<file path="config.mk">
export PLATFORM = sky130hd
export DESIGN_NAME = decimal96_integer_rounding
export DESIGN_NICKNAME = d
export VERILOG_FILES = /design/src/rtl/dr96_pkg.sv /design/src/rtl/dr96_div_step.sv /design/src/rtl/decimal96_integer_rounding.sv
export SDC_FILE = /design/constraint.sdc
export NUM_CORES = 2
export LEC_CHECK = 0
export ABC_AREA = 1
export BUFFER_PORTS_ARGS = -buffer_cell sky130_fd_sc_hd__buf_4
export CORE_ASPECT_RATIO = 1.4
export CORE_UTILIZATION = 35
export DETAILED_ROUTE_END_ITERATION = 10
export PLACE_DENSITY = 0.55
export SLEW_MARGIN = 20
export SYNTH_ARGS = -nofsm -noshare
export SYNTH_HDL_FRONTEND = slang
export SYNTH_SLANG_ARGS = --single-unit
</file>
<file path="constraint.sdc">
create_clock -name clk -period 22.8 [get_ports clk]
set_clock_uncertainty 0.2 [all_clocks]
set_input_delay 2.28 -clock clk [delete_from_list [all_inputs] [get_ports clk]]
set_output_delay 2.28 -clock clk [all_outputs]
set_load 0.005 [all_outputs]
</file>
<file path="src/rtl/dr96_pkg.sv">
// Package for the 96-bit decimal integer rounding block.
// Holds the command codes, sequencer states and divide-by-ten constants.
// No dependencies.
package dr96_pkg;

  localparam int LIMB_W  = 32;
  localparam int NLIMBS  = 3;
  localparam int REM_W   = 4;
  localparam int CUR_W   = REM_W + LIMB_W;
  localparam int SCALE_W = 5;

  // ceil(2^38 / 10): floor(cur * recip / 2^38) is exact for cur < 10 * 2^32
  localparam int RECIP_SHIFT = 38;
  localparam int RECIP_W     = 35;
  localparam logic [RECIP_W-1:0] DIV10_RECIP = 35'd27487790695;

  localparam logic [REM_W-1:0] ROUND_HALF = 4'd5;

  typedef enum logic [1:0] {
    CMD_TRUNC = 2'd0,
    CMD_FLOOR = 2'd1,
    CMD_ROUND = 2'd2,
    CMD_NEG   = 2'd3
  } cmd_t;

  typedef enum logic [1:0] {
    ST_IDLE,
    ST_DIV,
    ST_INC,
    ST_DONE
  } state_t;

endpackage

</file>
<file path="src/rtl/dr96_div_step.sv">
// One limb step of a long division by ten: {remainder, limb} / 10.
// Quotient by reciprocal multiplication, remainder by shift-add back-multiply.
// Depends on dr96_pkg.
module dr96_div_step (
  input  logic [dr96_pkg::REM_W-1:0]  rem_in,
  input  logic [dr96_pkg::LIMB_W-1:0] limb_in,
  output logic [dr96_pkg::LIMB_W-1:0] quot,
  output logic [dr96_pkg::REM_W-1:0]  rem_out
);
  import dr96_pkg::*;

  localparam int PROD_W = CUR_W + RECIP_W;

  logic [CUR_W-1:0]  cur;
  logic [PROD_W-1:0] prod;
  logic [CUR_W-1:0]  back;
  logic [CUR_W-1:0]  diff;

  assign cur  = {rem_in, limb_in};
  assign prod = PROD_W'(cur) * PROD_W'(DIV10_RECIP);
  assign quot = prod[RECIP_SHIFT +: LIMB_W];

  // quot * 10 = quot * 8 + quot * 2
  assign back    = {1'b0, quot, 3'b000} + {3'b000, quot, 1'b0};
  assign diff    = cur - back;
  assign rem_out = diff[REM_W-1:0];

endmodule

</file>
<file path="src/rtl/decimal96_integer_rounding.sv">
// Top level of the 96-bit decimal integer rounding block.
// Sequencer and mantissa registers around one shared divide-by-ten limb step.
// Depends on dr96_pkg and dr96_div_step.
//
// Usage:
//   Drive in_* and raise start; the request is taken at a clock edge where
//   start is high and busy is low. busy stays high until the result is out.
//   The result appears on out_* for exactly one cycle with out_valid high.
//   Truncate, floor and round divide the 96-bit mantissa by ten once per
//   scale digit; each digit walks the three 32-bit limbs, high to low,
//   through the single divide step. Negate, scale zero and a scale above
//   MAX_SCALE pass straight to the result state. A new request may be
//   accepted the cycle after the strobe; none is taken while busy is high.
//   The receiver cannot stall: out_valid is a single-cycle pulse.
//   Reset (synchronous, rst_n low) returns the sequencer to idle and drops
//   any request in progress; no result is given for it.
module decimal96_integer_rounding #(
  parameter int MAX_SCALE = 28
) (
  input  logic                            clk,
  input  logic                            rst_n,
  input  logic                            start,
  output logic                            busy,
  input  logic [1:0]                      in_command,
  input  logic [63:0]                     in_mant_low,
  input  logic [31:0]                     in_mant_high,
  input  logic                            in_negative,
  input  logic [dr96_pkg::SCALE_W-1:0]    in_scale_in,
  output logic                            out_valid,
  output logic [63:0]                     out_res_low,
  output logic [31:0]                     out_res_high,
  output logic                            out_res_negative,
  output logic [dr96_pkg::SCALE_W-1:0]    out_res_scale,
  output logic                            out_bad_scale
);
  import dr96_pkg::*;

  localparam logic [SCALE_W-1:0] MAX_SCALE_V = SCALE_W'(MAX_SCALE);
  localparam int MANT_W = NLIMBS * LIMB_W;

  state_t                         state_r, state_nxt;
  logic [NLIMBS-1:0][LIMB_W-1:0]  mant_r, mant_nxt;
  logic [1:0]                     limb_idx_r, limb_idx_nxt;
  logic [REM_W-1:0]               rem_r, rem_nxt;
  logic [REM_W-1:0]               first_r, first_nxt;
  logic                           any_r, any_nxt;
  logic [SCALE_W-1:0]             digits_r, digits_nxt;
  logic [SCALE_W-1:0]             scale_r, scale_nxt;
  cmd_t                           cmd_r, cmd_nxt;
  logic                           neg_r, neg_nxt;
  logic                           bad_r, bad_nxt;
  logic                           keep_scale_r, keep_scale_nxt;

  logic [LIMB_W-1:0]              step_quot;
  logic [REM_W-1:0]               step_rem;
  logic                           in_bad;
  logic                           bump;

  dr96_div_step u_div_step (
    .rem_in  (rem_r),
    .limb_in (mant_r[limb_idx_r]),
    .quot    (step_quot),
    .rem_out (step_rem)
  );

  assign in_bad = in_scale_in > MAX_SCALE_V;
  assign bump   = ((cmd_r == CMD_FLOOR) && neg_r && any_r) ||
                  ((cmd_r == CMD_ROUND) && (first_r >= ROUND_HALF));

  always_ff @(posedge clk) begin
    if (!rst_n) begin
      state_r <= ST_IDLE;
    end else begin
      state_r <= state_nxt;
    end
  end

  always_ff @(posedge clk) begin
    mant_r       <= mant_nxt;
    limb_idx_r   <= limb_idx_nxt;
    rem_r        <= rem_nxt;
    first_r      <= first_nxt;
    any_r        <= any_nxt;
    digits_r     <= digits_nxt;
    scale_r      <= scale_nxt;
    cmd_r        <= cmd_nxt;
    neg_r        <= neg_nxt;
    bad_r        <= bad_nxt;
    keep_scale_r <= keep_scale_nxt;
  end

  always_comb begin
    state_nxt      = state_r;
    mant_nxt       = mant_r;
    limb_idx_nxt   = limb_idx_r;
    rem_nxt        = rem_r;
    first_nxt      = first_r;
    any_nxt        = any_r;
    digits_nxt     = digits_r;
    scale_nxt      = scale_r;
    cmd_nxt        = cmd_r;
    neg_nxt        = neg_r;
    bad_nxt        = bad_r;
    keep_scale_nxt = keep_scale_r;
    busy           = 1'b1;
    out_valid      = 1'b0;

    unique case (state_r)
      ST_IDLE: begin
        busy = 1'b0;
        if (start) begin
          mant_nxt       = {in_mant_high, in_mant_low};
          limb_idx_nxt   = 2'(NLIMBS - 1);
          rem_nxt        = '0;
          first_nxt      = '0;
          any_nxt        = 1'b0;
          digits_nxt     = in_scale_in;
          scale_nxt      = in_scale_in;
          cmd_nxt        = cmd_t'(in_command);
          bad_nxt        = in_bad;
          keep_scale_nxt = in_bad || (cmd_t'(in_command) == CMD_NEG);
          neg_nxt        = in_negative ^ (!in_bad && (cmd_t'(in_command) == CMD_NEG));
          // pass-through cases skip the divider entirely
          if (in_bad || (cmd_t'(in_command) == CMD_NEG) || (in_scale_in == '0)) begin
            state_nxt = ST_DONE;
          end else begin
            state_nxt = ST_DIV;
          end
        end
      end
      ST_DIV: begin
        mant_nxt[limb_idx_r] = step_quot;
        if (limb_idx_r == '0) begin
          // digit finished: record it, restart from the high limb
          first_nxt    = step_rem;
          any_nxt      = any_r || (step_rem != '0);
          rem_nxt      = '0;
          limb_idx_nxt = 2'(NLIMBS - 1);
          digits_nxt   = digits_r - 1'b1;
          if (digits_r == SCALE_W'(1)) begin
            state_nxt = ST_INC;
          end
        end else begin
          rem_nxt      = step_rem;
          limb_idx_nxt = limb_idx_r - 1'b1;
        end
      end
      ST_INC: begin
        if (bump) begin
          mant_nxt = mant_r + MANT_W'(1);
        end
        state_nxt = ST_DONE;
      end
      ST_DONE: begin
        out_valid = 1'b1;
        state_nxt = ST_IDLE;
      end
      default: begin
        state_nxt = ST_IDLE;
      end
    endcase
  end

  assign out_res_low      = {mant_r[1], mant_r[0]};
  assign out_res_high     = mant_r[2];
  assign out_res_negative = neg_r;
  assign out_res_scale    = keep_scale_r ? scale_r : '0;
  assign out_bad_scale    = bad_r;

`ifndef SYNTHESIS
  a_accept_busy: assert property (@(posedge clk) disable iff (!rst_n)
    (start && !busy) |=> busy)
    else $error("accepted request did not raise busy");

  a_strobe_single: assert property (@(posedge clk) disable iff (!rst_n)
    out_valid |=> !out_valid)
    else $error("result strobe longer than one cycle");

  a_div_digits: assert property (@(posedge clk) disable iff (!rst_n)
    (state_r == ST_DIV) |-> (digits_r != '0))
    else $error("divider running with no digits left");

  a_rem_range: assert property (@(posedge clk) disable iff (!rst_n)
    (state_r == ST_DIV) |-> (rem_r <= 4'd9))
    else $error("running remainder out of decimal range");

  a_limb_range: assert property (@(posedge clk) disable iff (!rst_n)
    (state_r == ST_DIV) |-> (limb_idx_r <= 2'(NLIMBS - 1)))
    else $error("limb index past the top limb");
`endif

endmodule

</file>
### After elaboration in Yosys (flattened, before gate mapping)

Index checks and enable logic that the tools add are counted.

| operators by class | value |
|---|---|
| bitwise gates (word level) | 1 |
| add/sub/neg operators | 5 |
| shift operators | 0 |
| mux-type cells | 30 |
| reduce and logical (&&, ||, !) cells | 21 |
| div/mod/pow operators | 0 |
| equality and inequality tests | 11 |
| magnitude comparators | 4 |
| multiply operators | 1 |

Operators with widths:

| kind | number |
|---|---|
| $pmux 96 s3 | 1 |
| $mux 96 | 2 |
| $add 96x1->96 const B | 1 |
| $bwmux 96 | 1 |
| $mul 36x35->70 const B | 1 |
| $bmux 32 s2 | 1 |
| $demux 32 s2 | 1 |
| $mux 32 | 2 |
| $pmux 4 s2 | 2 |
| $mux 5 | 3 |
| $mux 2 | 6 |
| $mux 4 | 3 |
| $pmux 5 s2 | 1 |
| $reduce_and 3->1 | 3 |
| $eq 2x2->1 const B | 4 |
| $ne 2x2->1 const B | 4 |
| $pmux 2 s4 | 1 |
| $eq 5x1->1 const B | 1 |
| $gt 5x5->1 const B | 1 |
| $logic_and 1x1->1 | 5 |
| $logic_not 5->1 | 1 |
| $sub 5x1->5 const B | 1 |
| $add 4x4->4 | 1 |
| $eq 2x1->1 const B | 2 |
| 16 further kinds | 24 |

| storage, ports and cells | value |
|---|---|
| ROM bits | 0 |
| memories kept | 0 |
| flip-flop bits (word level) | 124 |
| bits in writable memories | 0 |
| latch bits | 0 |

### Logic depth before layout (Yosys ltp)

| depth | value |
|---|---|
| word-level depth | 9 |
| gate-level depth with buffers | 41 |

### By module

From an unflattened synthesis, not the netlist that was laid out.

| unflattened totals | value |
|---|---|
| cells, all modules | 4,360 |
| area, all modules | 33,786.2 sq um |

Modules (own cells, without submodules):

| module | cells an instance | instances | seq. area each (sq um) | area each (sq um) |
|---|---|---|---|---|
| dr96_div_step | 2,567 | 1 | 0.0 | 22,482.8 |
| decimal96_integer_rounding | 1,793 | 1 | 3,703.6 | 11,303.3 |

### Least setup slack after synthesis

OpenSTA, ideal clock, no wires.

| timing | value |
|---|---|
| path type | input to register |
| start point | input start |
| end point | register mant_r, in the netlist out_res_high[0], enable pin |
| setup time | 0.723 ns |
| stages | 2 |
| buffers on the path | 0 |
| path slack | 12.291 ns |
| arrival | 9.586 ns |
| path through | nor2_1 a311oi_1 |

| between the ends | value |
|---|---|
| word-level cells in the longest chain between the ends | 2 |

RTL lines:

| element | line | source |
|---|---|---|
| start: declaration | decimal96_integer_rounding.sv:22 | `input logic start,` |
| $ne 2x2->1 (no line) | - |  |
| $reduce_and 3->1 (no line) | - |  |
| end signal: assignment | decimal96_integer_rounding.sv:79 | `mant_r <= mant_nxt;` |
| end: declaration | decimal96_integer_rounding.sv:42 | `logic [NLIMBS-1:0][LIMB_W-1:0] mant_r, mant_nxt;` |

No other way between the ends.
A chain may end at the register's enable or synchronous reset.

### Worst setup path in the final report

| timing | value |
|---|---|
| start point | register limb_idx_r[0] |
| end point | register any_r, data pin |

| between the ends | value |
|---|---|
| word-level cells in the longest chain between the ends | 9 |

RTL lines:

| element | line | source |
|---|---|---|
| start: declaration | decimal96_integer_rounding.sv:43 | `logic [1:0] limb_idx_r, limb_idx_nxt;` |
| start signal: assignment | decimal96_integer_rounding.sv:80 | `limb_idx_r <= limb_idx_nxt;` |
| $bmux 32 s2 * | decimal96_integer_rounding.sv:61 | `.limb_in (mant_r[limb_idx_r]),` |
| $mux 32 (not written as such) * | decimal96_integer_rounding.sv:61 |  |
| $mul 36x35->70 | dr96_div_step.sv:20 | `assign prod = PROD_W'(cur) * PROD_W'(DIV10_RECIP);` |
| $add 4x4->4 | dr96_div_step.sv:24 | `assign back = {1'b0, quot, 3'b000} + {3'b000, quot, 1'b0};` |
| $sub 4x4->4 * | dr96_div_step.sv:25 | `assign diff = cur - back;` |
| $reduce_bool 4->1 * | decimal96_integer_rounding.sv:136 | `any_nxt = any_r \|\| (step_rem != '0);` |
| $logic_or 1x1->1 * | decimal96_integer_rounding.sv:136 |  |
| $mux 1 * | decimal96_integer_rounding.sv:133 | `if (limb_idx_r == '0) begin` |
| $pmux 1 s2 * | decimal96_integer_rounding.sv:108 | `unique case (state_r)` |
| end signal: assignment | decimal96_integer_rounding.sv:83 | `any_r <= any_nxt;` |
| end: declaration | decimal96_integer_rounding.sv:46 | `logic any_r, any_nxt;` |

Mark *: on every way between the ends. The rest lies on a longest branch, timed or not. The select of a mux whose other input is x is not followed.

==> flow_summary.toml <==
[worst_setup_path]
cp_common_cell = "fa_1"
critPathArrivalTime_ns = 10.78
reg2reg_depth = 33
critPathKind = "flip-flop to flip-flop"
endpoint_kind = "flip-flop"
crit_fanout = 64
cp-start-kind = "flip-flop"
slowest_delay_ns = 0.65
required_ns = 22.86
cp_slowest_cell = "ha_1"

[timing]
finalCritPeriodShare_pct = 47.0
timing_hold_violations_final = 0
setup_tns_ns = 0
fmax_mhz = 93.3
timing.hold.ws_ns = 0.400
slew_headroom_pct = 12.2
rsz0062_at_grt = "no"
slew_violations = 0
setup_viol = 0
tightest_slew_ns = 1.31
min_period_ns = 10.71

[floorplanning]
io_pins = 212
fp.dieArea_um2 = 100000
coreArea_um2 = 98000
start_util_pct = 35.3
die_x_um = 268
die_y_um = 374
rows = 136

[synthesis]
synth_cells = 4587
synth_seq_cells = 124
yosysTopAreaCellShare_pct = 31.3
synth_common_cells = "inv_1 (1190), nand2_1 (778), fa_1 (540)"
yosysUniqueCellTypes = 50
synth_top_family_by_area = "adder cells"
synth_flop_cell = "edfxtp_1"
synth_most_common_cell = "inv_1"
syn-cell-area_um2 = 34600
yosysSeqAreaShare_pct = 10.7
synth_top_cell_by_area = "fa_1"
synth_edf_count = 122
syn_area_per_cell_um2 = 7.54
yosys-top-cells-area = "fa_1 (31%), ha_1 (14%), inv_1 (13%)"
synth_simple_gate_area_share_pct = 20.5
ys_warn_count = 0
synth_fa_ha_area_share_pct = 45.2
async_flop_share_pct = 0
synth-xor-area-share_pct = 0.532
synth-compound-area-share_pct = 8.77
synth.area.mux_share_pct = 0
synth_nets = 5620

[drt]
vias_per_cell = 5.33
num_vias = 32600
routed_wl_mm = 181
drt-pass1-iter-count = 6
antenna_left = 0
drtIter0Drc = 2663
drc = 0
wire_per_inst_um = 29.7

[grt]
grt_max_degree = 70
grt_first_pass_wirelength_mm = 252
antenna_found_initial = 6
grt_usage_pct = 36.6
grt-ovfl-total = 0
grt_pass1_vias = 34200

[cts]
cts_resized = 0
clk_pin_slew_ns = 0.06
post_cts_buffers = 0
cts_buffer_depth = 3
root_buffer = "clkbuf_16"
hold_buffers = 0
cts_tree = "done"
h-tree-depth = 4
clkSinkCount = 124
cts_buffers = 25
clock_latency_ns = 0.52

[placed_design]
hpwl_mm = 156
io_buffer_count = 211
gp_congestion = 1.07
placedCellCount = 6078
placed_cell_area_um2 = 37900

[finish]
final_layout_size_suffix_gt1_share_pct = 8.21
nNetsFinal = 5829
synthToLayoutAreaGrowth_pct = 11.6
post-route-cell-area_um2 = 38600
finalNonFillerCells = 6113

[flow_run]
cap_violations = 0

[status]
outcome = "complete, no violations"

[worst_hold_path]
hold_depth = 2
hp-class = "flip-flop to flip-flop"
## flip-flops by register name (all words and copies together) (netlist names)
| register | count |
|---|---|
| out_res_low | 64 |
| out_res_high | 32 |
| digits_r | 5 |
| scale_r | 5 |
| first_r | 4 |
| rem_r | 4 |
| cmd_r | 2 |
| limb_idx_r | 2 |
| state_r | 2 |
| any_r | 1 |
| keep_scale_r | 1 |
| out_bad_scale | 1 |
| out_res_negative | 1 |
## layout make-up
class	count	area (um^2)
Timing Repair Buffer	252	1890
Sequential cell	124	3700
Tap cell	1311	1640
Clock inverter	6	26.3
Fill cell	10700	59400
Multi-Input combinational cell	3149	26000
Inverter	1244	4670
Clock buffer	26	629
Antenna cell	1	2.50
## per-stage QoR
step / setup slack (ns) / util (%)
floorplan: 12.29 / -
finish: 12.09 / 39.4
global route: 11.67 / 39.4
detailed placement: 12.23 / 38.6
CTS: 12.20 / 39.3
global placement: 12.16 / 38.6
## routing by layer
layer | part of all wire (%) | track usage (%)
met5 | 0.013 | 0
met4 | 11 | 31.9
met3 | 5.8 | 4.80
met2 | 50 | 63.6
met1 | 34 | 38.6
## final timing paths
| check | from | end | slack (ns) |
|---|---|---|---|
| setup reg to reg | limb_idx_r[0] | any_r | 12.09 |
| setup / recovery | limb_idx_r[0] | any_r | 12.09 |
| hold reg to reg | state_r[0] | state_r[0] | 0.40 |
| hold / removal | state_r[0] | state_r[0] | 0.40 |
## worst max-delay path: cells and delay by family, from the launching register on
kind                     cells  cell delay (ns)
AO/OA/AOI/OAI                4             1.23
XOR/XNOR                     1             0.37
adder cells (fa/ha/maj)     10             5.19
buffers and inverters        8             1.24
flip-flops                   1             0.47
AND/OR/NAND/NOR             10             1.74
## cell usage in the layout (no fill, tap or decap), types with 7 or more instances in the layout
cell type,instances
o21ai_0,119
xnor2_1,8
inv_1,1186
ha_1,383
buf_4,250
or2_2,11
inv_2,44
a21oi_1,294
nor3_1,58
clkinv_1,15
o21bai_1,17
o21ai_1,24
o21a_1,27
a31oi_1,13
edfxtp_1,122
clkbuf_16,25
nor3_2,16
nor4_2,8
o31ai_1,13
nor2_2,7
nand3_1,251
nand4_1,52
nand2_1,778
fa_1,540
nor4_1,9
xor2_1,13
nor2_1,443
o211ai_1,16
## cell families (layout without fill, tap and decap cells)
group,Yosys count,in the layout
compound gates,548,548
simple gates,1654,1654
buf+inv,1314,1528
fa+ha+maj,926,926
xor+xnor,21,21
flops,124,124
other cells,0,1
Power is not shown: default switching activity piles up to over one toggle a cycle in this logic, so the estimate is an artifact.
